`src/sv/lsbd_pkg.sv`:
```
// ----------------------------------------------------------------------------
// lsbd_pkg
// Shared types and constants for the Lehmer stream bank.
// ----------------------------------------------------------------------------
package lsbd_pkg;

  localparam int SEED_W  = 31;
  localparam int MOD_W   = 32;
  localparam int PROD_W  = 62;
  localparam int DRAW_W  = 20;
  localparam int KIND_W  = 3;
  localparam int SETI_W  = 4;
  localparam int STRI_W  = 5;
  localparam int SEND_W  = 4;
  localparam int RETRY_W = 5;
  localparam int IN_W    = 56;
  localparam int OUT_W   = 56;

  typedef enum logic [KIND_W-1:0] {
    KIND_LOAD     = 3'd0,
    KIND_STEP     = 3'd1,
    KIND_XMIT     = 3'd2,
    KIND_BACKOFF  = 3'd3,
    KIND_PERCENT  = 3'd4,
    KIND_NEXT_SET = 3'd5,
    KIND_RSVD6    = 3'd6,
    KIND_RSVD7    = 3'd7
  } kind_t;

  localparam logic [SEED_W-1:0] XMIT_RANGE    = 31'd10;
  localparam logic [SEED_W-1:0] PERCENT_RANGE = 31'd100;
  localparam logic [SEED_W-1:0] MULT_RESET    = 31'd16807;
  localparam logic [SEED_W-1:0] MOD_RESET     = 31'h7FFF_FFFF;

  localparam logic [0:0] REG_MULT = 1'b0;
  localparam logic [0:0] REG_MOD  = 1'b1;

  typedef struct packed {
    logic              done;
    logic [MOD_W-1:0]  rem;
    logic [DRAW_W-1:0] quo;
  } mdu_res_t;

endpackage

```
`src/sv/lsbd_mdu.sv`:
```
// ----------------------------------------------------------------------------
// lsbd_mdu
// Shared multiply-divide unit: forms a*b, then restoring division by the
// modulus one bit per cycle; returns remainder and low quotient bits.
// ----------------------------------------------------------------------------
module lsbd_mdu
  import lsbd_pkg::*;
(
  input  logic              clk,
  input  logic              rst_n,
  input  logic              start,
  input  logic [SEED_W-1:0] op_a,
  input  logic [SEED_W-1:0] op_b,
  input  logic [MOD_W-1:0]  divisor,
  output mdu_res_t          res
);

  logic [PROD_W-1:0] prod_r;
  logic [MOD_W-1:0]  rem_r, rem_nxt;
  logic [DRAW_W-1:0] quo_r;
  logic [MOD_W-1:0]  div_r;
  logic [5:0]        cnt_r;
  logic              busy_r, done_r;
  logic [MOD_W:0]    trial;
  logic              fits;

  always_comb begin
    trial   = {rem_r, prod_r[PROD_W-1]};
    fits    = trial >= {1'b0, div_r};
    rem_nxt = fits ? MOD_W'(trial - {1'b0, div_r}) : trial[MOD_W-1:0];
  end

  always_ff @(posedge clk) begin
    if (!rst_n) begin
      busy_r <= 1'b0;
      done_r <= 1'b0;
      cnt_r  <= '0;
    end else begin
      done_r <= 1'b0;
      if (start) begin
        busy_r <= 1'b1;
        cnt_r  <= 6'(PROD_W);
      end else if (busy_r) begin
        cnt_r <= cnt_r - 6'd1;
        if (cnt_r == 6'd1) begin
          busy_r <= 1'b0;
          done_r <= 1'b1;
        end
      end
    end
  end

  always_ff @(posedge clk) begin
    if (start) begin
      prod_r <= PROD_W'({{SEED_W{1'b0}}, op_a} * {{SEED_W{1'b0}}, op_b});
      rem_r  <= '0;
      quo_r  <= '0;
      div_r  <= divisor;
    end else if (busy_r) begin
      prod_r <= {prod_r[PROD_W-2:0], 1'b0};
      rem_r  <= rem_nxt;
      quo_r  <= {quo_r[DRAW_W-2:0], fits};
    end
  end

  assign res.done = done_r;
  assign res.rem  = rem_r;
  assign res.quo  = quo_r;

endmodule

```
`config.mk`:
```
export PLATFORM = sky130hd
export DESIGN_NAME = lsbd_mdu
export DESIGN_NICKNAME = d
export VERILOG_FILES = /design/src/sv/lsbd_pkg.sv /design/src/sv/lsbd_mdu.sv
export SDC_FILE = /design/constraint.sdc
export NUM_CORES = 2
export LEC_CHECK = 0
export ABC_AREA = 1
export BUFFER_PORTS_ARGS = -buffer_cell sky130_fd_sc_hd__buf_2
export CAP_MARGIN = 10
export CELL_PAD_IN_SITES_DETAIL_PLACEMENT = 1
export CELL_PAD_IN_SITES_GLOBAL_PLACEMENT = 1
export CORE_MARGIN = 2
export CORE_UTILIZATION = 40
export CTS_CLUSTER_SIZE = 14
export DETAILED_ROUTE_END_ITERATION = 10
export PLACE_DENSITY = 0.74
export SLEW_MARGIN = 15
export SYNTH_ARGS = -nofsm -noshare
export SYNTH_HDL_FRONTEND = slang
export SYNTH_SLANG_ARGS = --single-unit
```
`constraint.sdc`:
```
create_clock -name clk -period 11.9 [get_ports clk]
set_input_delay 1.19 -clock clk [delete_from_list [all_inputs] [get_ports clk]]
set_output_delay 1.19 -clock clk [all_outputs]
set_load 0.02 [all_outputs]
```
==> out/results.txt <==
The flow ran to the end, and the final reports show no timing, DRC or antenna violations. The tools report the remaining antenna violation count as 0. Setup repair after global routing left no endpoint under its margin. After detailed routing, the total wire length is 141000 um. Input and output buffers added on the ports amount to 149. After clock tree synthesis, the flow added hold-fix buffers numbering 0. The number of clock sinks was 154; the adder-cell share of the synthesized area was 49.0%.

The maximum cell stage delay along the critical path came out at 0.70 ns. TritonCTS built the clock tree. The die outline area was 107000 um2. The pre-antenna-repair detailed-routing pass consisted of 5 iterations. The xor-xnor portion of the synthesized cell area is 0.568%, and the area overhead of the layout relative to synthesis is 5.61%. The number of instances in the synthesized netlist is 5593, and the critical path data arrival time is 8.64 ns. For the post-synth design cell area, the log shows 41600 um2.

Using the TritonRoute via totals, the vias-per-cell ratio works out to 5.00. Cells with a size suffix above 1 make up 3.93% of the layout. The final routed DRC violation total was 0; the shortest period the worst path allows was 8.43 ns. Counting the fill cells in the layout gives 13000. The synthesized-area fraction occupied by and/or/nand/nor cells was 20.6%; the worst slew margin relative to its limit was 28.3%. The number of flip-flops and latches in the synthesized netlist is 154, and the number of failing setup endpoints in the final timing report is 0. The slowest stage of the critical path is the buf_2 cell.

Worst hold path class: flip-flop to flip-flop. Of the available clock period, the critical path in the final layout requires 70.9%. Yosys mapped the design onto 44 distinct sky130hd cell types. Entering global routing, the biggest net connects 65 pins. After floorplanning, the core was sized to cover 103000 um2.

The clock latency at the later pin of the worst-skew pair is 0.46 ns. For the pin with the worst max-slew slack, the measured transition is 1.08 ns. The detailed router's first-iteration violation count was 2121. The maximum fanout along the worst path works out to 31. The routed layout has 34800 vias. The tools report the fmax as 119 MHz.

For the worst setup path, the data required time is 12.11 ns. The tools report the setup TNS as 0 ns. The run gives 38600 as the number of global-route vias before repair.

Once the clock tree was built, the setup fixing pass inserted 0 buffers. The average size of a mapped cell is 7.44 um2. From bottom edge to top edge, the die measures 327 um. The global-route wire length before repair was 222000 um. The multiplexer fraction of the synthesized cell area is 0%, and the number of gates resized after CTS is 0. After clock tree synthesis, the clock-pin slew on the worst setup and hold paths is 0.07 ns. The per-cell routed wire length was 20.2 um. Routability-driven placement congestion ratio: 0.926.

The run gives 0 as the max-slew violation total from the final report. The root buffer cell chosen for the clock tree is clkbuf_16. The net count of the finished layout is 6784.

The largest family of logic cells by synthesized area is adder cells. Counting flops with an async set or reset pin after synthesis yields a share of 0%. The maximum clock insertion buffer count was 2; the total congestion overflow was 0. The clock arrives with 0.0177 ns of skew.

The hold violation total from the final report came out at 0. Buffers inserted during clock tree synthesis total 17. The run gives 1 as the number of antenna violations at the first check in global routing.

The number of placement rows came out at 118. During I/O placement, the number of pins put on the boundary was 150. 0 antenna diodes ended up in the layout. Compound-cell area share of the yosys netlist: 3.34%. The initial utilization of the core area, before any placement, comes to 40.3%. The chip width was 327 um; the number of enable flip-flop cells after synthesis was 94. The clock tree synthesis step divided the H-tree into 4 levels. The number of synthesis warnings is 0, and the fraction of the yosys area taken by sequential cells is 9.67%. The number of nets handed over by synthesis was 6817.

Startpoint-to-endpoint class of the critical path: primary input to flip-flop. Across the run, the number of max-cap violations was 0. Among all flip-flop cells after synthesis, the most frequent one is edfxtp_1.

The type of element launching the critical path is a primary input. For this run, the total global-route usage over all layers was measured as 26.9%. The worst setup path is captured at a flip-flop.

The tools report the HPWL after detailed placement as 112000 um.
cell usage after synthesis (2+ instances only):
cell / instances / area share, %
a21boi_0: 8 / 0.14
a21o_1: 3 / 0.054
a21oi_1: 107 / 1.3
a21oi_2: 2 / 0.042
a31oi_1: 2 / 0.030
and2_1: 3 / 0.045
and3_1: 2 / 0.030
buf_1: 3 / 0.027
buf_4: 2 / 0.036
buf_6: 3 / 0.081
clkbuf_1: 211 / 1.9
dfxtp_1: 60 / 2.9
edfxtp_1: 94 / 6.8
fa_1: 838 / 40
ha_1: 289 / 8.7
inv_1: 1630 / 15
inv_2: 2 / 0.018
nand2_1: 1747 / 16
nand2_4: 2 / 0.054
nand3_1: 146 / 1.8
nand3b_1: 14 / 0.25
nand4_1: 28 / 0.42
nor2_1: 209 / 1.9
nor3_1: 21 / 0.25
o21a_1: 4 / 0.072
o21ai_0: 82 / 0.99
o21ai_1: 5 / 0.060
o21bai_1: 14 / 0.25
o22ai_1: 17 / 0.26
or2_2: 6 / 0.090
xnor2_1: 22 / 0.46
xor2_1: 5 / 0.11
stage by stage:
step / instances / cell area [um2] / hold slack (ns) / setup slack [ns] / utilization [%]
3_3_place_gp: 6921 / 43400 / 0.437 / 3.10 / 42.0
6_report: 6953 / 43900 / 0.459 / 3.47 / 42.5
3_5_place_dp: 6921 / 43400 / 0.448 / 3.05 / 42.0
5_1_grt: 6953 / 43900 / 0.501 / 3.28 / 42.5
2_1_floorplan: 5593 / 41600 / 0.477 / 4.75 / -
4_1_cts: 6953 / 43900 / 0.464 / 3.52 / 42.5
per-layer routing:
metal | track usage, % | routed length (um) | part of all wire (%)
met5 | 0 | 12 | 0.0085
met4 | 9.82 | 5600 | 4.0
met3 | 2.71 | 6790 | 4.8
met2 | 46.0 | 68500 | 49
met1 | 35.5 | 59700 | 42
registers in the layout, indices dropped and copies added (netlist names):
register  count
prod_r       62
done_r        1
quo_r        20
busy_r        1
div_r        32
rem_r        32
cnt_r         6
worst paths after layout:
| path | start | to | slack, ns | cells after the start |
|---|---|---|---|---|
| setup / recovery | op_a[15] | prod_r[58]$_DFFE_PP_ | 3.47 | 25 |
| hold / removal | quo_r[19]$_SDFFE_PP0P_ | quo_r[19]$_SDFFE_PP0P_ | 0.46 | 2 |
| setup reg to reg | rem_r[24]$_SDFFE_PP0P_ | rem_r[0]$_SDFFE_PP0P_ | 8.98 | 13 |
| hold reg to reg | quo_r[19]$_SDFFE_PP0P_ | quo_r[19]$_SDFFE_PP0P_ | 0.46 | 2 |
worst max-delay path, delay by kind of cell:
kind          cells  cell delay (ns)
fa+ha+maj         9             4.52
simple gates     12             1.95
buf+inv           4             0.93
final cells by class:
type                    instances  area (um2)  share of cell area (%)
multi-input cells            3586       30600                    69.6
flip-flops and latches        154        4020                    9.16
well taps                    1380        1730                    3.93
clock inverters                14         136                   0.310
inverters                    1634        6140                    14.0
repair buffers                167         883                    2.01
clock buffers                  18         439                   0.999
cell families after synthesis:
| family | after synthesis |
|---|---|
| fa+ha+maj | 1127 |
| flops | 154 |
| simple gates | 2181 |
| compound gates | 251 |
| xor+xnor | 27 |
| buf+inv | 1853 |
cells in the final DEF, fill, tap and decap left out, types with 28 or more instances in the layout:
master,count
nand2_1,1747
inv_1,1628
fa_1,838
ha_1,289
nor2_1,209
buf_2,148
nand3_1,146
a21oi_1,107
edfxtp_1,94
o21ai_0,82
dfxtp_1,60
nand4_1,28
Power is not shown: default switching activity piles up to over one toggle a cycle in this logic, so the estimate is an artifact.
